--- config.mk ---
export PLATFORM = sky130hd
export DESIGN_NAME = bcf_dp
export DESIGN_NICKNAME = d
export VERILOG_FILES = /design/src/sv/bracketed_command_framer_defines.svh /design/src/sv/bcf_pkg.sv /design/src/sv/bcf_ram.sv /design/src/sv/bcf_dp.sv
export SDC_FILE = /design/constraint.sdc
export NUM_CORES = 1
export LEC_CHECK = 0
export ABC_CLOCK_PERIOD_IN_PS = 2400
export BUFFER_PORTS_ARGS = -buffer_cell sky130_fd_sc_hd__clkbuf_2
export CAP_MARGIN = 30
export CORE_MARGIN = 2
export CORE_UTILIZATION = 60
export CTS_BUF_LIST = sky130_fd_sc_hd__clkbuf_2 sky130_fd_sc_hd__clkbuf_4 sky130_fd_sc_hd__clkbuf_8
export DETAILED_ROUTE_END_ITERATION = 12
export GPL_TIMING_DRIVEN = 0
export PLACE_DENSITY = 0.83
export SLEW_MARGIN = 20
export SYNTH_ARGS = -nofsm -noshare
export SYNTH_HDL_FRONTEND = slang
export SYNTH_SLANG_ARGS = --single-unit
--- constraint.sdc ---
create_clock -name clock -period 2.4 [get_ports clock]
set_input_delay 0.24 -clock clock [delete_from_list [all_inputs] [get_ports clock]]
set_output_delay 0.24 -clock clock [all_outputs]
set_load 0.05 [all_outputs]
--- src/sv/bracketed_command_framer_defines.svh ---
// Assertion macros used by the framer top level.
`ifndef BRACKETED_COMMAND_FRAMER_DEFINES_SVH
`define BRACKETED_COMMAND_FRAMER_DEFINES_SVH

// Whenever ante holds, cons must hold in the same cycle.
`define BCF_ASSERT_IMPL(label, clk, rst, ante, cons, msg) \
   label: assert property (@(posedge clk) disable iff (rst) (ante) |-> (cons)) \
      else $error(msg);

// cond must never hold.
`define BCF_ASSERT_NEVER(label, clk, rst, cond, msg) \
   label: assert property (@(posedge clk) disable iff (rst) !(cond)) \
      else $error(msg);

`endif

--- src/sv/bcf_pkg.sv ---
// Types and constants of the bracketed command framer.
`timescale 1ns / 1ps

package bcf_pkg;

   localparam int LEN_W = 5;

   localparam logic [7:0] CH_OPEN  = 8'h3C;  // '<'
   localparam logic [7:0] CH_CLOSE = 8'h3E;  // '>'
   localparam logic [7:0] CH_F     = 8'h46;  // 'F'
   localparam logic [7:0] CH_R     = 8'h52;  // 'R'
   localparam logic [7:0] CH_ONE   = 8'h31;  // '1'
   localparam logic [7:0] CH_H     = 8'h48;  // 'H'

   typedef enum logic [2:0] {
      ST_IDLE,
      ST_TYPE,
      ST_DEV,
      ST_BODY,
      ST_READ,
      ST_SEND,
      ST_FIN
   } bcf_state_type;

   typedef enum logic [1:0] {
      EV_UNKNOWN = 2'd0,
      EV_TOOLONG = 2'd1,
      EV_BYTE    = 2'd2,
      EV_END     = 2'd3
   } bcf_event_type;

   typedef struct packed {
      logic byte_open;
      logic byte_close;
      logic byte_type_ok;
      logic byte_dev_ok;
      logic body_full;
      logic body_empty;
      logic idx_last;
      logic out_free;
   } bcf_status_type;

   typedef struct packed {
      logic          set_type;
      logic          set_dev;
      logic          clear_count;
      logic          store_byte;
      logic          clear_idx;
      logic          inc_idx;
      logic          load_out;
      bcf_event_type out_event;
   } bcf_cmd_type;

   typedef struct packed {
      logic [1:0]       event_res;
      logic             device_type;
      logic             device_select;
      logic [7:0]       body_byte;
      logic [LEN_W-1:0] body_length;
      logic             last;
   } bcf_rsp_type;

endpackage

--- src/sv/bcf_ram.sv ---
// Generic single-write, single-read RAM with registered read data.
`timescale 1ns / 1ps

module bcf_ram #(
   parameter int WIDTH = 8,
   parameter int DEPTH = 16
) (
   input  logic                                   clock,
   input  logic                                   we,
   input  logic [((DEPTH > 1) ? $clog2(DEPTH) : 1)-1:0] waddr,
   input  logic [WIDTH-1:0]                       wdata,
   input  logic [((DEPTH > 1) ? $clog2(DEPTH) : 1)-1:0] raddr,
   output logic [WIDTH-1:0]                       rdata
);

   logic [WIDTH-1:0] mem_ff [DEPTH];
   logic [WIDTH-1:0] rdata_ff;

   always_ff @(posedge clock) begin
      if (we) begin
         mem_ff[waddr] <= wdata;
      end
      rdata_ff <= mem_ff[raddr];
   end

   assign rdata = rdata_ff;

endmodule

--- src/sv/bcf_dp.sv ---
// Framer datapath: byte decode, flags, body store and result register.
`timescale 1ns / 1ps

module bcf_dp import bcf_pkg::*; #(
   parameter int MAX_BODY = 16
) (
   input  logic           clock,
   input  logic           reset,
   input  logic [7:0]     rx_byte,
   input  bcf_cmd_type    cmd,
   output bcf_status_type status,
   output logic           rsp_valid,
   input  logic           rsp_ready,
   output bcf_rsp_type    rsp_data
);

   localparam int CW = $clog2(MAX_BODY + 1);
   localparam int AW = (MAX_BODY > 1) ? $clog2(MAX_BODY) : 1;

   logic          type_ff, type_in;
   logic          dev_ff, dev_in;
   logic [CW-1:0] count_ff, count_in;
   logic [AW-1:0] idx_ff, idx_in;
   logic          valid_ff, valid_in;
   bcf_rsp_type   data_ff, data_in;
   logic [7:0]    ram_rdata;
   logic [CW+LEN_W-1:0] len_ext;

   bcf_ram #(
      .WIDTH (8),
      .DEPTH (MAX_BODY)
   ) u_body_ram (
      .clock (clock),
      .we    (cmd.store_byte),
      .waddr (count_ff[AW-1:0]),
      .wdata (rx_byte),
      .raddr (idx_ff),
      .rdata (ram_rdata)
   );

   assign status.byte_open    = (rx_byte == CH_OPEN);
   assign status.byte_close   = (rx_byte == CH_CLOSE);
   assign status.byte_type_ok = (rx_byte == CH_F) || (rx_byte == CH_R);
   assign status.byte_dev_ok  = (rx_byte == CH_ONE) || (rx_byte == CH_H);
   assign status.body_full    = (count_ff == CW'(MAX_BODY));
   assign status.body_empty   = (count_ff == '0);
   assign status.idx_last     = ((CW'(idx_ff) + CW'(1)) == count_ff);
   assign status.out_free     = !valid_ff || rsp_ready;

   // length field keeps the low bits of the count
   assign len_ext = {{LEN_W{1'b0}}, count_ff};

   always_comb begin
      type_in  = cmd.set_type ? (rx_byte == CH_R) : type_ff;
      dev_in   = cmd.set_dev ? (rx_byte == CH_H) : dev_ff;
      count_in = count_ff;
      if (cmd.clear_count) begin
         count_in = '0;
      end else if (cmd.store_byte) begin
         count_in = count_ff + CW'(1);
      end
      idx_in = idx_ff;
      if (cmd.clear_idx) begin
         idx_in = '0;
      end else if (cmd.inc_idx) begin
         idx_in = idx_ff + AW'(1);
      end
      valid_in = cmd.load_out ? 1'b1 : (rsp_ready ? 1'b0 : valid_ff);

      data_in               = data_ff;
      if (cmd.load_out) begin
         data_in.event_res     = cmd.out_event;
         data_in.device_type   = type_ff;
         data_in.device_select = dev_ff;
         data_in.body_byte     = '0;
         data_in.body_length   = '0;
         data_in.last          = 1'b1;
         case (cmd.out_event)
            EV_UNKNOWN: begin
               data_in.device_type   = 1'b0;
               data_in.device_select = 1'b0;
            end
            EV_BYTE: begin
               data_in.body_byte = ram_rdata;
               data_in.last      = 1'b0;
            end
            EV_END:  data_in.body_length = len_ext[LEN_W-1:0];
            default: ;
         endcase
      end
   end

   always_ff @(posedge clock) begin
      if (reset) begin
         type_ff  <= 1'b0;
         dev_ff   <= 1'b0;
         count_ff <= '0;
         idx_ff   <= '0;
         valid_ff <= 1'b0;
      end else begin
         type_ff  <= type_in;
         dev_ff   <= dev_in;
         count_ff <= count_in;
         idx_ff   <= idx_in;
         valid_ff <= valid_in;
      end
      data_ff <= data_in;
   end

   assign rsp_valid = valid_ff;
   assign rsp_data  = data_ff;

endmodule

==> results of run 1 <==
[Yosys cell counts (all sizes together) (2+ instances only)]
master	number
edfxtp	146
buf	10
nand4	4
mux4	32
nand2b	5
nand2	11
nor3	10
and2	15
ha	5
nor3b	7
nor2	9
inv	6
mux2i	2
a22oi	16
o21a	2
nand3	3
nand3b	2
dfxtp	20
xnor2	6
nor2b	8
and3	10
clkbuf	7
a21oi	3
xor2	7
[per-stage QoR]
stage | TNS [ns] | cells | area (um2) | hold slack [ns] | power (mW)
after global placement | -1.15 | 538 | 6980 | 0.448 | 3.57
final | 0 | 573 | 7420 | 0.0367 | 5.49
after floorplan | 0 | 353 | 6580 | 0.317 | 3.46
after CTS | 0 | 573 | 7420 | 0.0179 | 5.51
after detailed placement | 0 | 538 | 6990 | 0.448 | 3.58
after global routing | 0 | 573 | 7420 | 0.0291 | 5.64
[worst register-to-register path: cells and delay by family (launching register included)]
family,cells,cell delay [ns]
buffers and inverters,1,0.44
flip-flops,1,0.41
AND/OR/NAND/NOR,2,0.92
[sequential cells by signal (all words and copies together) (netlist names)]
register,count
rsp_data,18
dev_ff,1
count_ff,5
rsp_valid,1
type_ff,1
u_body_ram.rdata,8
idx_ff,4
u_body_ram.mem_ff,128
[final cells by class]
class / instances / area [um2]
Sequential cell: 166 / 4780
Fill cell: 711 / 3320
Multi-Input combinational cell: 164 / 1670
Clock buffer: 24 / 293
Timing Repair Buffer: 48 / 258
Tap cell: 140 / 175
Buffer: 17 / 116
Clock inverter: 8 / 104
Inverter: 6 / 22.5
[what timing repair did]
item                                    4_1_cts  5_1_grt
hold buffers                                  3        0
resized for setup                             0        5
endpoints found under the hold margin         3        0
endpoints found under the setup margin        0        1
[layer usage]
layer	vias up	track usage	share of wire
met5	-	0	0
met1	1762	0.317	0.41
li1	1540	-	-
met3	22	0.0556	0.072
met4	0	0.0815	0.018
met2	141	0.353	0.50
[report_power, final]
group / leakage (nW) / internal, mW / total [mW] / switching (mW)
clock network: 0.194 / 1.02 / 1.97 / 0.950
logic: 0.873 / 0.109 / 0.329 / 0.221
registers: 1.50 / 3.18 / 3.19 / 0.0136
total: 2.57 / 4.31 / 5.49 / 1.18
[cell families after synthesis]
logic type | synth area share
fa+ha+maj | 0.00952
flops | 0.728
mux | 0.121
simple gates | 0.0758
compound gates | 0.0274
buf+inv | 0.0211
xor+xnor | 0.0173
[placed cells by master (no fill, tap or decap), types with 5 or more instances in the layout]
cell / instances
xnor2_1: 6
nor2_1: 9
clkbuf_2: 45
clkbuf_4: 6
nand2_1: 11
buf_4: 5
clkbuf_8: 18
xor2_1: 7
inv_1: 6
a22oi_1: 16
nand2b_1: 5
and3_1: 10
nor2b_1: 8
mux4_2: 18
clkbuf_1: 5
mux4_1: 14
nor3_1: 10
dfxtp_1: 20
and2_1: 15
edfxtp_1: 146
[worst max path at each step]
stage	start	end	slack (ns)	depth (start not counted)
after global placement	count_ff[2]	u_body_ram.mem_ff[5][3]	-0.10	3
final	idx_ff[0]	status[1]	0.17	6
after global routing	idx_ff[0]	status[1]	0.03	5
after floorplan	idx_ff[3]	status[1]	0.20	5
after detailed placement	count_ff[2]	u_body_ram.mem_ff[6][7]	0.27	3
after CTS	idx_ff[3]	status[1]	0.03	6
==> impl_metrics.ini, run 1 <==
[worst_setup_path]
start_kind = flip-flop
crit_path_frequent_cell = buf_4
ff2ff_path_depth = 3
cp-end-kind = primary output
worstReg2RegStart = count_ff[2]
crit_family = buffers and inverters
crit_buf_inv = 3
cp.arrival_ns = 1.99
r2r-end = u_body_ram.mem_ff[7][7]
slowest_delay_ns = 0.37
cp_slowest_cell = dfxtp_1
worst-path-max-fanout = 10
crit_type = flip-flop to primary output
r2r_slack_ns = 0.27
cp_cell_sequence = buf_6 -> buf_4 -> nand3_1 -> xnor2_1 -> a2111oi_2 -> buf_4
worstPathRequired_ns = 2.16

[sta]
tightest_slew_ns = 0.807
fmax_mhz = 449
slew_viol_final = 0
finalClockSkew_ns = 0.0132
setup_viol = 0
rsz0062_at_grt = false
setup_ws_ns = 0.172
finalCritPeriodShare = 0.928
slew_headroom = 0.460
fin_crit_ns = 2.23
hold_violations = 0

[drt]
routed_wl_um = 12400
drc = 0
ant_nets = 0
vias_per_cell = 6.05
vias = 3465
drt_iter0_markers = 314
wire_per_inst_um = 21.6
drtPass1Iterations = 5

[global_routing]
grt_max_degree = 23
grt_remaining_overflow = 0
grt_pass1_wl_um = 18700
track_usage = 0.226
grt_pass1_vias = 3339
antenna_found_initial = 0

[clocking]
cts.clk_slew.worst_paths_ns = 0.08
cts_buffer_depth = 2
cts_made_buffers = 17
insertion_delay_ns = 0.45
cts_tree = yes
post_cts_buffers = 0
cts_sinks = 166
cts_root_buf = clkbuf_8
cts.htree.levels = 4

[synth]
synth_fp_nets = 378
synth_enable_flop_cells = 146
synth-main-ff-cell = edfxtp_1
syn_area_mm2 = 0.00657
synthCells = 353
syn_area_per_cell_um2 = 18.6
synthDistinctLibCells = 36
ys_seq_area_frac = 0.728
synthTopCellsByArea = edfxtp_1 (67%), mux4_2 (6.2%), dfxtp_1 (6.1%)
ys_ff_latch = 166
yosysWarnings = 0
yosysTopAreaCell = edfxtp_1
synthArstFlopShare = 0
synth_top_area_share = 0.667

[min_path]
hold_class = input port to flip-flop
hold_start = cmd[6]
hold_depth = 2
worst_hold_path.endpoint = count_ff[0]

[placement]
numPortBuffers = 45
finalWeightedCongestion = 0.801
place_ws_ns = 0.274
place_hpwl_um = 8010

[finish]
fin_nets = 445
final_core_util = 0.691
num_antenna_cells = 0
drive_gt1_frac = 0.259
syn2layout_area_growth_pct = 13.0

[die]
die_x_um = 109
pin_count = 47
core-area_mm2 = 0.0107
die_y_um = 109
die-area_mm2 = 0.0118
rows = 38
start_util = 0.612

[status]
status = completed

[pwr]
power_leakage_nw = 2.57
vdd_drop_max_mv = 0.447
power_density_mw_per_mm2 = 740

[flow_run]
max_cap_violations = 0
No activity file was read; power rests on OpenSTA's default activity.
==> inputs of run 2 (changes only) <==
--- a/config.mk
+++ b/config.mk
@@ -8,11 +8,11 @@
 export ABC_CLOCK_PERIOD_IN_PS = 2400
 export BUFFER_PORTS_ARGS = -buffer_cell sky130_fd_sc_hd__clkbuf_2
 export CAP_MARGIN = 30
-export CORE_MARGIN = 2
 export CORE_UTILIZATION = 60
 export CTS_BUF_LIST = sky130_fd_sc_hd__clkbuf_2 sky130_fd_sc_hd__clkbuf_4 sky130_fd_sc_hd__clkbuf_8
 export DETAILED_ROUTE_END_ITERATION = 12
 export GPL_TIMING_DRIVEN = 0
+export MAX_ROUTING_LAYER = met4
 export PLACE_DENSITY = 0.83
 export SLEW_MARGIN = 20
 export SYNTH_ARGS = -nofsm -noshare
==> run 2 against run 1 <==
  * Count of clock-buffer cells in the layout down 6
  * Combinational power about the same
  * Register-to-register slack worse by 0.04 ns
  * Critical endpoint unchanged
  * Power up 3.0%
  * Largest cell class unchanged
==> impl_metrics.ini, run 2 (same netlist as run 1, synthesis figures left out) <==
[placement]
place_hpwl_um = 8400
numPortBuffers = 45
place_ws_ns = 0.196
finalWeightedCongestion = 0.846

[global_routing]
track_usage = 0.252
antenna_found_initial = 0
grt_pass1_vias = 3509
grt_pass1_wl_um = 19500
grt_remaining_overflow = 0
grt_max_degree = 23

[finish]
num_antenna_cells = 0
syn2layout_area_growth_pct = 13.3
layout_common_cells = edfxtp_1 (146), clkbuf_2 (46), dfxtp_1 (19)
top_register = u_body_ram.mem_ff
drive_gt1_frac = 0.262
final_common_cell = edfxtp_1
largest_reg_flops = 128
fin_nets = 443
n_fill_cell = 650

[sta]
finalCritPeriodShare = 0.951
finalClockSkew_ns = 0.00985
slew_viol_final = 0
slew_headroom = 0.459
hold_violations = 0
tightest_slew_ns = 0.808
fmax_mhz = 438
setup_viol = 0
fin_crit_ns = 2.28
setup_ws_ns = 0.118
tns_ns = 0

[drt]
met2WireLength_um = 6510
drt_iter0_markers = 244
routed_wl_um = 12800
ant_nets = 0
wl_met3_um = 841
drc = 0
top_layer = met4
vias = 3486
wire_per_inst_um = 22.5
drt-met1-wl_um = 5080
vias_per_cell = 6.15
drtPass1Iterations = 5

[worst_setup_path]
cp_cell_sequence = clkbuf_2 -> and2_1 -> buf_4 -> a32oi_1 -> a2111oi_2 -> clkbuf_8
start_kind = flip-flop
cp_slowest_cell = a2111oi_2
cp-end-kind = primary output
worstPathRequired_ns = 2.16
crit_buf_inv = 3
worst-path-max-fanout = 9
cp.arrival_ns = 2.04
ff2ff_path_depth = 3
crit_type = flip-flop to primary output
slowest_delay_ns = 0.40
crit_cells = 6
crit_family = buffers and inverters

[die]
die_x_um = 107
start_util = 0.628
rows = 37
pin_count = 47
die_y_um = 107
die-area_mm2 = 0.0114
core-area_mm2 = 0.0105

[pwr]
power_mw = 5.66
power_leakage_nw = 2.60
vdd_drop_max_mv = 0.448
power_density_mw_per_mm2 = 760

[status]
status = completed

[clocking]
cts_made_buffers = 17
cts_root_buf = clkbuf_8
cts_tree = yes
insertion_delay_ns = 0.44
cts_buffer_depth = 2
post_cts_buffers = 0
cts.htree.levels = 4
cts_sinks = 166
cts.clk_slew.worst_paths_ns = 0.09

[flow_run]
max_cap_violations = 0

[min_path]
hold_class = input port to flip-flop
hold_depth = 2
==> run 2: cell types whose count changed in the layout (fill, tap and decap cells not counted), moves of 2 or more <==
| cell | previous run | this run |
|---|---|---|
| inv_8 | 0 | 2 |
| clkinvlp_4 | 4 | 0 |
| inv_6 | 0 | 6 |
| clkbuf_4 | 6 | 1 |
| buf_4 | 5 | 3 |
==> run 2: cell type report <==
cell class,count,area (um2),share of cell area
Buffer,16,109,0.0146
Inverter,6,22.5,0.00302
Sequential cell,166,4790,0.643
Clock buffer,18,241,0.0324
Tap cell,136,170,0.0228
Timing Repair Buffer,47,254,0.0341
Clock inverter,14,188,0.0252
Multi-Input combinational cell,164,1680,0.225
==> run 2: path summary, 6_finish.rpt <==
path,slack [ns],from,to
setup / recovery,0.12,idx_ff[3],status[1]
hold / removal,0.03,cmd[4],idx_ff[1]
setup reg to reg,0.23,count_ff[2],u_body_ram.mem_ff[5][6]
hold reg to reg,0.48,dev_ff,dev_ff
==> run 2: what timing repair did <==
| action | CTS | global route |
|---|---|---|
| endpoints found under the hold margin | 0 | 1 |
| gates cloned | 0 | 0 |
| hold buffers | 0 | 2 |
| setup endpoints to repair | 1 | 1 |
| resized for setup | 2 | 3 |
| pin swaps | 0 | 1 |
==> run 2: metrics by stage <==
step / instance area [um2] / hold WS (ns) / instances / util
after floorplan: 6580 / 0.317 / 353 / -
final: 7450 / 0.0310 / 567 / 0.712
after global routing: 7450 / 0.00308 / 567 / 0.712
after global placement: 6970 / 0.450 / 534 / 0.666
after CTS: 7420 / 0.00304 / 565 / 0.709
after detailed placement: 6990 / 0.464 / 534 / 0.668
==> run 2: power breakdown <==
group / internal (mW) / switching (mW) / leakage, nW / total [mW]
combinational: 0.108 / 0.222 / 0.869 / 0.330
clock: 1.08 / 1.06 / 0.221 / 2.13
sequential: 3.18 / 0.0140 / 1.51 / 3.20
==> run 2: metal layers <==
metal  vias up  track usage
li1       1550            -
met1      1753        0.335
met2       163        0.384
met3        20       0.0535
met4         0        0.108
met5         -            -
