$ cat src/sv/bracketed_command_framer_defines.svh
// Assertion macros used by the framer top level.
`ifndef BRACKETED_COMMAND_FRAMER_DEFINES_SVH
`define BRACKETED_COMMAND_FRAMER_DEFINES_SVH

// Whenever ante holds, cons must hold in the same cycle.
`define BCF_ASSERT_IMPL(label, clk, rst, ante, cons, msg) \
   label: assert property (@(posedge clk) disable iff (rst) (ante) |-> (cons)) \
      else $error(msg);

// cond must never hold.
`define BCF_ASSERT_NEVER(label, clk, rst, cond, msg) \
   label: assert property (@(posedge clk) disable iff (rst) !(cond)) \
      else $error(msg);

`endif

$ cat src/sv/bcf_pkg.sv
// Types and constants of the bracketed command framer.
`timescale 1ns / 1ps

package bcf_pkg;

   localparam int LEN_W = 5;

   localparam logic [7:0] CH_OPEN  = 8'h3C;  // '<'
   localparam logic [7:0] CH_CLOSE = 8'h3E;  // '>'
   localparam logic [7:0] CH_F     = 8'h46;  // 'F'
   localparam logic [7:0] CH_R     = 8'h52;  // 'R'
   localparam logic [7:0] CH_ONE   = 8'h31;  // '1'
   localparam logic [7:0] CH_H     = 8'h48;  // 'H'

   typedef enum logic [2:0] {
      ST_IDLE,
      ST_TYPE,
      ST_DEV,
      ST_BODY,
      ST_READ,
      ST_SEND,
      ST_FIN
   } bcf_state_type;

   typedef enum logic [1:0] {
      EV_UNKNOWN = 2'd0,
      EV_TOOLONG = 2'd1,
      EV_BYTE    = 2'd2,
      EV_END     = 2'd3
   } bcf_event_type;

   typedef struct packed {
      logic byte_open;
      logic byte_close;
      logic byte_type_ok;
      logic byte_dev_ok;
      logic body_full;
      logic body_empty;
      logic idx_last;
      logic out_free;
   } bcf_status_type;

   typedef struct packed {
      logic          set_type;
      logic          set_dev;
      logic          clear_count;
      logic          store_byte;
      logic          clear_idx;
      logic          inc_idx;
      logic          load_out;
      bcf_event_type out_event;
   } bcf_cmd_type;

   typedef struct packed {
      logic [1:0]       event_res;
      logic             device_type;
      logic             device_select;
      logic [7:0]       body_byte;
      logic [LEN_W-1:0] body_length;
      logic             last;
   } bcf_rsp_type;

endpackage

$ cat src/sv/bcf_ctrl.sv
// Framer controller: frame parsing and body playback sequencing.
`timescale 1ns / 1ps

module bcf_ctrl import bcf_pkg::*; (
   input  logic           clock,
   input  logic           reset,
   input  logic           req_valid,
   output logic           req_ready,
   input  bcf_status_type status,
   output bcf_cmd_type    cmd
);

   bcf_state_type state_ff;
   bcf_state_type state_in;
   logic          accept;

   // Input is taken only in parsing states and only when a result can land.
   always_comb begin
      unique case (state_ff) inside
         ST_IDLE, ST_TYPE, ST_DEV, ST_BODY: req_ready = status.out_free;
         default:                           req_ready = 1'b0;
      endcase
   end

   assign accept = req_valid && req_ready;

   always_ff @(posedge clock) begin
      if (reset) begin
         state_ff <= ST_IDLE;
      end else begin
         state_ff <= state_in;
      end
   end

   // Next state
   always_comb begin
      state_in = state_ff;
      unique case (state_ff)
         ST_IDLE: begin
            if (accept && status.byte_open) state_in = ST_TYPE;
         end
         ST_TYPE: begin
            if (accept) state_in = status.byte_type_ok ? ST_DEV : ST_IDLE;
         end
         ST_DEV: begin
            if (accept) state_in = status.byte_dev_ok ? ST_BODY : ST_IDLE;
         end
         ST_BODY: begin
            if (accept) begin
               if (status.body_full) begin
                  state_in = ST_IDLE;
               end else if (status.byte_close) begin
                  state_in = status.body_empty ? ST_IDLE : ST_READ;
               end else if (status.byte_open) begin
                  state_in = ST_TYPE;
               end
            end
         end
         ST_READ: state_in = ST_SEND;
         ST_SEND: begin
            if (status.out_free) state_in = status.idx_last ? ST_FIN : ST_READ;
         end
         ST_FIN: begin
            if (status.out_free) state_in = ST_IDLE;
         end
         default: state_in = ST_IDLE;
      endcase
   end

   // Datapath commands
   always_comb begin
      cmd = '0;
      cmd.out_event = EV_UNKNOWN;
      unique case (state_ff)
         ST_IDLE: ;
         ST_TYPE: begin
            if (accept) begin
               cmd.set_type = status.byte_type_ok;
               cmd.load_out = !status.byte_type_ok;
            end
         end
         ST_DEV: begin
            if (accept) begin
               cmd.set_dev     = status.byte_dev_ok;
               cmd.clear_count = status.byte_dev_ok;
               cmd.load_out    = !status.byte_dev_ok;
            end
         end
         ST_BODY: begin
            if (accept) begin
               if (status.body_full) begin
                  cmd.load_out  = 1'b1;
                  cmd.out_event = EV_TOOLONG;
               end else if (status.byte_close) begin
                  cmd.load_out  = status.body_empty;
                  cmd.out_event = EV_END;
                  cmd.clear_idx = 1'b1;
               end else if (!status.byte_open) begin
                  cmd.store_byte = 1'b1;
               end
            end
         end
         ST_READ: ;
         ST_SEND: begin
            cmd.out_event = EV_BYTE;
            if (status.out_free) begin
               cmd.load_out = 1'b1;
               cmd.inc_idx  = !status.idx_last;
            end
         end
         ST_FIN: begin
            cmd.out_event = EV_END;
            cmd.load_out  = status.out_free;
         end
         default: ;
      endcase
   end

endmodule

$ cat config.mk
export PLATFORM = sky130hd
export DESIGN_NAME = bcf_ctrl
export DESIGN_NICKNAME = d
export VERILOG_FILES = /design/src/sv/bracketed_command_framer_defines.svh /design/src/sv/bcf_pkg.sv /design/src/sv/bcf_ctrl.sv
export SDC_FILE = /design/constraint.sdc
export NUM_CORES = 1
export LEC_CHECK = 0
export ABC_AREA = 0
export BUFFER_PORTS_ARGS = -buffer_cell sky130_fd_sc_hd__buf_2
export CORE_AREA = 4 4 41 43
export DETAILED_ROUTE_END_ITERATION = 16
export DIE_AREA = 0 0 45 47
export GPL_TIMING_DRIVEN = 0
export SLEW_MARGIN = 25
export SYNTH_ARGS = -nofsm -noshare
export SYNTH_HDL_FRONTEND = slang
export SYNTH_SLANG_ARGS = --single-unit
$ cat constraint.sdc
create_clock -name clock -period 1.6 [get_ports clock]
set_clock_uncertainty 0.05 [all_clocks]
set_input_delay 0.16 -clock clock [delete_from_list [all_inputs] [get_ports clock]]
set_output_delay 0.16 -clock clock [all_outputs]
set_load 0.005 [all_outputs]
==> impl_metrics.json, run 1 <==
{
  "switching_share_pct": 29.3,
  "synth_top_family_by_area": "simple AND/OR/NAND/NOR gates",
  "p_seq_share_pct": 23.5,
  "core.rowCount": 13,
  "postSynthAreaPerCell_um2": 6.89,
  "dieHeight_um": 47,
  "comb_power_share_pct": 39.1,
  "cp.arrival_ps": 1520,
  "die-width_um": 45,
  "n_antenna_cell": 0,
  "clk_pin_slew_ps": 30,
  "route.detailed.drc": 0,
  "cts_made_buffers": 3,
  "r2r_cells": 5,
  "area_delta_synth_final_pct": 101,
  "r2r_start": "state_ff[1]$_SDFFE_PP0P_",
  "hold_class": "in -> reg",
  "cp-end-kind": "primary output",
  "drtPass1Iterations": 4,
  "syn-cell-area_um2": 379,
  "timing.final.ws_setup_ps": -130,
  "hpwl_um": 888,
  "post-route-period-util_pct": 108,
  "worstMarginPinSlew_ps": 268,
  "clock_path_buffers": 2,
  "crit_chain": "buf_8, nand3b_1, buf_4, nor4_4, buf_2",
  "criticalPathCategory": "reg -> out",
  "internal-power_mw": 0.244,
  "antenna_left": 0,
  "die_area_um2": 2120,
  "htreeDepth": 1,
  "violations": "setup timing",
  "slew_headroom_pct": 82.0,
  "drt_wl_total_mm": 1.40,
  "holdPathStages": 2,
  "ys.warnings.count": 0,
  "synth_mux_area_share_pct": 5.28,
  "slowest_stage": "dfxtp_4",
  "synth.distinct_cells": 30,
  "hold-path-endpoint": "state_ff[2]$_SDFFE_PP0P_",
  "insertion_delay_ps": 230,
  "stdcell_area_um2": 763,
  "setup_violations": 7,
  "synth_fa_ha_area_share_pct": 0,
  "drive_gt1_share_pct": 58.9,
  "synth-xor-area-share_pct": 0,
  "drt-wirelength-per-cell_um": 12.7,
  "reg_top3": "state_ff: 3 flops",
  "post_dp_cell_area_um2": 498,
  "grt_max_degree": 10,
  "cp.required_ps": 1390,
  "r2r-end": "state_ff[2]$_SDFFE_PP0P_",
  "cap_violations": 0,
  "async_flop_share_pct": 0,
  "dp_slack_ps": -199,
  "antenna_found_initial": 0,
  "crit_fanout": 5,
  "synth_edf_count": 0,
  "p_leak_nw": 0.343,
  "power_density_nw_per_um2": 452,
  "via_per_inst": 5.10,
  "synth-compound-area-share_pct": 21.8,
  "max_freq_mhz": 578,
  "num_vias": 561,
  "hold_viol_final": 0,
  "port_buffers": 20,
  "synth_ff_type": "dfxtp_1",
  "power_frac_clock_pct": 37.4,
  "start_kind": "flip-flop",
  "yosysSeqAreaShare_pct": 15.8,
  "cts_root_buf": "clkbuf_4",
  "rsz0062_at_grt": "yes",
  "first_iter_violations": 7,
  "max_stage_delay_ps": 360,
  "finalWorstPathRequiredPeriod_ps": 1730,
  "io_pins": 21,
  "grt_use_total_pct": 13.7,
  "syn-num-nets": 66,
  "regMostFlops": "state_ff",
  "status": "finished with violations",
  "num-fill-cells": 128,
  "netlist_instances": 55,
  "gp_congestion": 0.789,
  "min-delay-start": "reset",
  "p_switching_mw": 0.101,
  "cts_tree": "done",
  "peakVddDrop_uv": 570,
  "grt_pass1_wl_mm": 2.13,
  "holdWs_ps": 64.1,
  "drv_slew": 0,
  "hold_buffers": 0,
  "num-nets-final": 107,
  "largest_reg_flops": 3,
  "cts.sinks": 3,
  "start_util_pct": 29.1,
  "synth-simple-area-share_pct": 50.8,
  "core_area_um2": 1300,
  "grt_pass1_vias": 508,
  "synth_seq_cells": 3,
  "rrSetupSlack_ps": -70,
  "gr-total-overflow": 0
}
[routing by layer]
| layer | vias up | global-route usage (%) | part of all wire (%) | routed length, um |
|---|---|---|---|---|
| met3 | 0 | 4.98 | 6.1 | 86 |
| li1 | 285 | - | - | - |
| met5 | - | 0 | 0 | 0 |
| met4 | 0 | 3.51 | 0 | 0 |
| met1 | 256 | 15.8 | 45 | 629 |
| met2 | 20 | 24.0 | 49 | 682 |
[critical path: cells and delay by family (launching register included)]
kind	cells	cell delay, ps
AND/OR/NAND/NOR	2	470
flip-flops	1	360
buffers and inverters	3	460
[logic make-up (layout without fill, tap and decap cells)]
group / count (synthesis) / after routing
simple gates: 33 / 33
compound gates: 12 / 12
buf+inv: 5 / 45
flops: 3 / 3
mux: 2 / 2
[layout by cell type (no fill, tap or decap), types with 2 or more instances in the layout]
master	Yosys	layout
nand2b_4	0	3
a21oi_1	3	3
clkbuf_4	0	3
nor2_1	6	4
nand2_1	4	4
o21ai_0	2	2
nor2b_1	3	3
buf_8	0	3
buf_6	0	3
nor3b_1	2	2
nor3_1	5	3
dfxtp_4	0	2
buf_4	1	15
mux2i_1	2	2
buf_2	1	19
[through the flow]
stage,util (%),power (mW),std cells,TNS [ps]
finish,58.7,0.345,110,-562
global route,58.7,0.385,110,-1480
CTS,49.3,0.323,102,-443
detailed placement,38.3,0.159,90,-451
global placement,38.3,0.159,90,-421
floorplan,-,0.126,55,0
[cell type report]
class,count,area [um2],area share [%]
multi-input cells,47,359,47.0
repair buffers,36,238,31.1
flip-flops and latches,3,68.8,9.02
plain buffers,4,48.8,6.39
clock buffers,4,26.3,3.44
well taps,15,18.8,2.46
inverters,1,3.75,0.492
[power by group through the flow]
| stage | clock network (mW) | registers, mW | logic (mW) |
|---|---|---|---|
| after floorplan | 0 | 0.0827 | 0.0438 |
| after global placement | 0 | 0.0837 | 0.0748 |
| after detailed placement | 0 | 0.0835 | 0.0753 |
| after CTS | 0.136 | 0.0828 | 0.105 |
| after global routing | 0.157 | 0.0812 | 0.146 |
| final | 0.129 | 0.0810 | 0.135 |
[how the worst max path moves through the flow]
| stage | endpoint | start | slack [ps] |
|---|---|---|---|
| global route | cmd[1] | state_ff[2]$_SDFFE_PP0P_ | -220 |
| global placement | cmd[2] | state_ff[1]$_SDFFE_PP0P_ | -210 |
| floorplan | cmd[2] | state_ff[1]$_SDFFE_PP0P_ | 60 |
| detailed placement | cmd[2] | state_ff[1]$_SDFFE_PP0P_ | -200 |
| CTS | cmd[1] | state_ff[2]$_SDFFE_PP0P_ | -100 |
| finish | cmd[5] | state_ff[2]$_SDFFE_PP0P_ | -130 |
[synthesized netlist by cell type (2+ instances only)]
| cell type | number | area (um2) |
|---|---|---|
| nand2_1 | 4 | 15.0 |
| nor3_1 | 5 | 25.0 |
| mux2i_1 | 2 | 20.0 |
| nor4_1 | 2 | 12.5 |
| nor3b_1 | 2 | 15.0 |
| nor2_1 | 6 | 22.5 |
| dfxtp_1 | 3 | 60.1 |
| a21oi_1 | 3 | 15.0 |
| nand2b_1 | 3 | 18.8 |
| clkbuf_1 | 2 | 7.51 |
| nor2b_1 | 3 | 18.8 |
| o21ai_0 | 2 | 10.0 |
[repair_timing]
action | in CTS | in global routing
setup buffers | 8 | 8
setup endpoints to repair | 10 | 10
gates resized for setup | 16 | 15
pin swaps | 3 | 9
(Power assumes the default switching activity.)
==> inputs of run 2 (changes only) <==
CTS_CLUSTER_DIAMETER = 100   (was unset)
CTS_CLUSTER_SIZE = 25   (was unset)
SETUP_SLACK_MARGIN = 0.2   (was unset)
==> impl_metrics.json, run 2 (synthesized netlist as in run 1, its figures left out) <==
{
  "status": "finished with violations",
  "violations": "setup timing",
  "regMostFlops": "state_ff",
  "rsz0062_at_grt": "yes",
  "p_switching_mw": 0.123,
  "via_per_inst": 5.44,
  "gr-total-overflow": 0,
  "peakVddDrop_uv": 282,
  "start_kind": "flip-flop",
  "htreeDepth": 1,
  "num-nets-final": 108,
  "cp.required_ps": 1390,
  "hpwl_um": 907,
  "core.rowCount": 13,
  "timing.final.ws_setup_ps": -151,
  "internal-power_mw": 0.248,
  "drive_gt1_share_pct": 68.8,
  "drtPass1Iterations": 4,
  "drv_slew": 0,
  "slew_headroom_pct": 83.0,
  "core_area_um2": 1300,
  "power_frac_clock_pct": 38.6,
  "grt_pass1_wl_mm": 2.37,
  "cap_violations": 0,
  "worstMarginPinSlew_ps": 253,
  "switching_share_pct": 33.2,
  "clk_pin_slew_ps": 40,
  "cts_tree": "done",
  "die_area_um2": 2120,
  "grt_max_degree": 10,
  "max_freq_mhz": 571,
  "start_util_pct": 29.1,
  "io_pins": 21,
  "n_antenna_cell": 0,
  "mostFrequentLayoutCell": "buf_2",
  "comb_power_share_pct": 39.1,
  "finalWorstPathRequiredPeriod_ps": 1750,
  "area_delta_synth_final_pct": 115,
  "reg_top3": "state_ff: 3 flops",
  "port_buffers": 20,
  "cp-end-kind": "primary output",
  "gp_congestion": 0.774,
  "criticalPathCategory": "reg -> out",
  "dieHeight_um": 47,
  "hold_viol_final": 0,
  "cp.arrival_ps": 1540,
  "dp_slack_ps": -81.2,
  "drt_wl_total_mm": 1.76,
  "num_vias": 604,
  "crit_fanout": 5,
  "cts.sinks": 3,
  "grt_pass1_vias": 562,
  "layout_common_cells": "buf_2, buf_4, buf_6, nor2_2",
  "route.detailed.drc": 0,
  "p_seq_share_pct": 22.3,
  "first_iter_violations": 18,
  "clock_path_buffers": 2,
  "antenna_left": 0,
  "drt-wirelength-per-cell_um": 15.8,
  "tns_ps": -752,
  "post-route-period-util_pct": 109,
  "hold_class": "in -> reg",
  "p_leak_nw": 0.381,
  "die-width_um": 45,
  "cts_root_buf": "clkbuf_4",
  "antenna_found_initial": 0,
  "insertion_delay_ps": 240,
  "setup_violations": 10,
  "power_density_nw_per_um2": 455,
  "cts_made_buffers": 3,
  "grt_use_total_pct": 15.8,
  "largest_reg_flops": 3,
  "fin_total_pwr_mw": 0.372
}
[run 2: worst max-delay path, cell delays in order, from the launching register on]
cell,delay [ps]
dfxtp_4,360
buf_8,120
nand3b_1,250
nor2_2,180
a32oi_1,110
mux2i_1,140
buf_2,130
[run 2: per-layer routing]
metal / track usage [%] / wire [um] / vias up
li1: - / - / 286
met1: 17.6 / 709 / 283
met2: 26.3 / 915 / 30
met3: 3.07 / 103 / 5
met4: 12.9 / 31 / 0
met5: 0 / 0 / -
[run 2: stage by stage]
step | hold slack (ps) | area [um2] | cells | util, %
global route | 56.5 | 816 | 111 | 62.7
detailed placement | 307 | 509 | 90 | 39.1
finish | 55.6 | 816 | 111 | 62.7
global placement | 296 | 509 | 90 | 39.1
CTS | 55.1 | 669 | 104 | 51.4
floorplan | 172 | 390 | 55 | -
[run 2: worst paths after layout]
kind / endpoint / startpoint / cells past startpoint / slack (ps)
setup reg to reg: state_ff[2]$_SDFFE_PP0P_ / state_ff[1]$_SDFFE_PP0P_ / 5 / -70
setup / recovery: cmd[1] / state_ff[2]$_SDFFE_PP0P_ / 6 / -150
hold / removal: state_ff[2]$_SDFFE_PP0P_ / reset / 2 / 60
hold reg to reg: state_ff[0]$_SDFFE_PP0P_ / state_ff[2]$_SDFFE_PP0P_ / 3 / 690
[run 2: final cells by class]
type | count | area (um2)
fill | 118 | 485
multi-input combinational | 47 | 395
timing repair buffer | 37 | 254
sequential | 3 | 68.8
buffer | 4 | 48.8
clock buffer | 4 | 26.3
tap | 15 | 18.8
inverter | 1 | 3.75
[run 2: timing repair]
| item | 4_1_cts | 5_1_grt |
|---|---|---|
| gates cloned | 1 | 0 |
| pin swaps | 3 | 14 |
| gates resized for setup | 13 | 26 |
| hold buffers | 0 | 0 |
| endpoints found under the setup margin | 13 | 12 |
| setup buffers | 9 | 7 |
[run 2: power groups by stage]
| stage | Sequential, mW | Clock [mW] | Combinational, mW |
|---|---|---|---|
| 3_3_place_gp | 0.0850 | 0 | 0.0777 |
| 3_5_place_dp | 0.0852 | 0 | 0.0785 |
| 4_1_cts | 0.0836 | 0.144 | 0.112 |
| 6_report | 0.0830 | 0.143 | 0.145 |
| 2_1_floorplan | 0.0839 | 0 | 0.0464 |
| 5_1_grt | 0.0833 | 0.156 | 0.155 |
==> inputs of run 3 (changes only) <==
--- a/config.mk
+++ b/config.mk
@@ -7,5 +7,5 @@
 export LEC_CHECK = 0
 export ABC_AREA = 0
-export BUFFER_PORTS_ARGS = -buffer_cell sky130_fd_sc_hd__buf_2
+export BUFFER_PORTS_ARGS = -buffer_cell sky130_fd_sc_hd__buf_4
 export CORE_AREA = 4 4 41 43
 export CTS_CLUSTER_DIAMETER = 100
==> constraint.sdc (replaced) <==
create_clock -name clock -period 2.1 [get_ports clock]
set_clock_uncertainty 0.05 [all_clocks]
set_input_delay 0.21 -clock clock [delete_from_list [all_inputs] [get_ports clock]]
set_output_delay 0.21 -clock clock [all_outputs]
set_load 0.05 [all_outputs]
==> impl_metrics.json, run 3 (synthesized netlist as in run 1, its figures left out) <==
{
  "hold_buffers": 0,
  "p_leak_nw": 0.267,
  "cp.arrival_ps": 1600,
  "io_pins": 21,
  "core_area_um2": 1300,
  "cts_tree": "done",
  "antenna_left": 0,
  "htreeDepth": 1,
  "critPathCapture": "cmd[2]",
  "cap_violations": 0,
  "dieHeight_um": 47,
  "drtPass1Iterations": 4,
  "mostFrequentLayoutCell": "buf_4",
  "r2r_start": "state_ff[0]$_SDFFE_PP0P_",
  "core.rowCount": 13,
  "gp_congestion": 0.786,
  "cp-startpoint": "state_ff[1]$_SDFFE_PP0P_",
  "r2r-end": "state_ff[2]$_SDFFE_PP0P_",
  "drv_slew": 0,
  "post_dp_cell_area_um2": 573,
  "rsz0062_at_grt": "yes",
  "slew_headroom_pct": 84.2,
  "reg_top3": "state_ff: 3 flops",
  "cp-end-kind": "primary output",
  "worstMarginPinSlew_ps": 236,
  "area_delta_synth_final_pct": 78.5,
  "route.detailed.drc": 0,
  "tns_ps": 0,
  "grt_max_degree": 11,
  "max_freq_mhz": 537,
  "grt_pass1_wl_mm": 1.71,
  "start_util_pct": 29.1,
  "finalWorstPathRequiredPeriod_ps": 1860,
  "n_antenna_cell": 0,
  "clock_path_buffers": 2,
  "hold_class": "in -> reg",
  "antenna_found_initial": 0,
  "post-route-period-util_pct": 88.7,
  "via_per_inst": 5.20,
  "num-nets-final": 92,
  "clk_pin_slew_ps": 40,
  "r2r_cells": 5,
  "drive_gt1_share_pct": 50.0,
  "crit_fanout": 10,
  "status": "finished clean",
  "peakVddDrop_uv": 242,
  "port_buffers": 20,
  "rrSetupSlack_ps": 480,
  "num_vias": 494,
  "hpwl_um": 870,
  "cp.required_ps": 1840,
  "insertion_delay_ps": 220,
  "cts_root_buf": "clkbuf_4",
  "setup_violations": 0,
  "regMostFlops": "state_ff",
  "drt_wl_total_mm": 1.15,
  "criticalPathCategory": "reg -> out",
  "die-width_um": 45,
  "grt_pass1_vias": 437,
  "power_density_nw_per_um2": 365,
  "first_iter_violations": 6,
  "cts.sinks": 3,
  "gr-total-overflow": 0,
  "layout_common_cells": "buf_4, nor2_1, buf_6, nand2_1, nor3_1",
  "grt_use_total_pct": 10.4,
  "stdcell_area_um2": 677,
  "die_area_um2": 2120,
  "hold_viol_final": 0,
  "cts_made_buffers": 3,
  "largest_reg_flops": 3,
  "start_kind": "flip-flop",
  "drt-wirelength-per-cell_um": 12.1
}
-- run 3: changes by cell type in the layout (fill, tap and decap cells not counted), moves of 2 or more --
cell	change
buf_2	-20
buf_4	+7
buf_6	-2
buf_8	-2
nor2_1	+4
nor2_2	-3
nor2b_1	+2
nor2b_4	-2
-- run 3: final cells by class --
| class | instances | area [um2] |
|---|---|---|
| Timing Repair Buffer | 21 | 169 |
| Clock buffer | 4 | 26.3 |
| Multi-Input combinational cell | 47 | 347 |
| Tap cell | 15 | 18.8 |
| Inverter | 1 | 3.75 |
| Buffer | 4 | 47.5 |
| Fill cell | 140 | 624 |
| Sequential cell | 3 | 65.1 |
-- run 3: worst min-delay path by stage --
| stage | startpoint | to | cells past startpoint |
|---|---|---|---|
| floorplan | reset | state_ff[2]$_SDFFE_PP0P_ | 1 |
| global placement | reset | state_ff[2]$_SDFFE_PP0P_ | 2 |
| detailed placement | reset | state_ff[0]$_SDFFE_PP0P_ | 2 |
| CTS | reset | state_ff[1]$_SDFFE_PP0P_ | 2 |
| global route | reset | state_ff[2]$_SDFFE_PP0P_ | 2 |
| finish | reset | state_ff[2]$_SDFFE_PP0P_ | 2 |
-- run 3: repair_timing --
item / 4_1_cts / 5_1_grt
gates resized for setup: 11 / 9
buffers inserted: 1 / 0
gates cloned: 0 / 0
pin swaps: 0 / 2
endpoints found under the setup margin: 5 / 4
-- run 3: per-stage QoR --
step	power, mW	util [%]	worst slack (ps)	instances	hold slack, ps
after floorplan	0.107	-	6.04	55	229
final	0.247	52.0	238	95	107
after global routing	0.259	52.0	182	95	109
after global placement	0.139	44.0	139	90	340
after CTS	0.244	49.5	199	95	107
after detailed placement	0.138	44.0	134	90	345
-- run 3: worst max-delay path, stage by stage (launching register included) --
cell and delay, ps:
dfxtp_4 380, clkbuf_8 170, nand2b_4 130, nor2_1 40
o31a_1 280, o211a_1 200, buf_4 180
-- run 3: metal layers --
layer	vias up	track usage [%]	wire length, um	part of all wire (%)
met5	-	0	0	0
met4	0	0	0	0
met3	0	2.30	92	8.0
met2	16	16.9	507	44
li1	255	-	-	-
met1	223	14.8	547	48
-- run 3: report_power, final --
group	total, mW	internal [mW]	switching (mW)
registers	0.0639	0.0599	0.00396
clock network	0.0973	0.0710	0.0263
logic	0.0863	0.0416	0.0447
total	0.247	0.172	0.0749
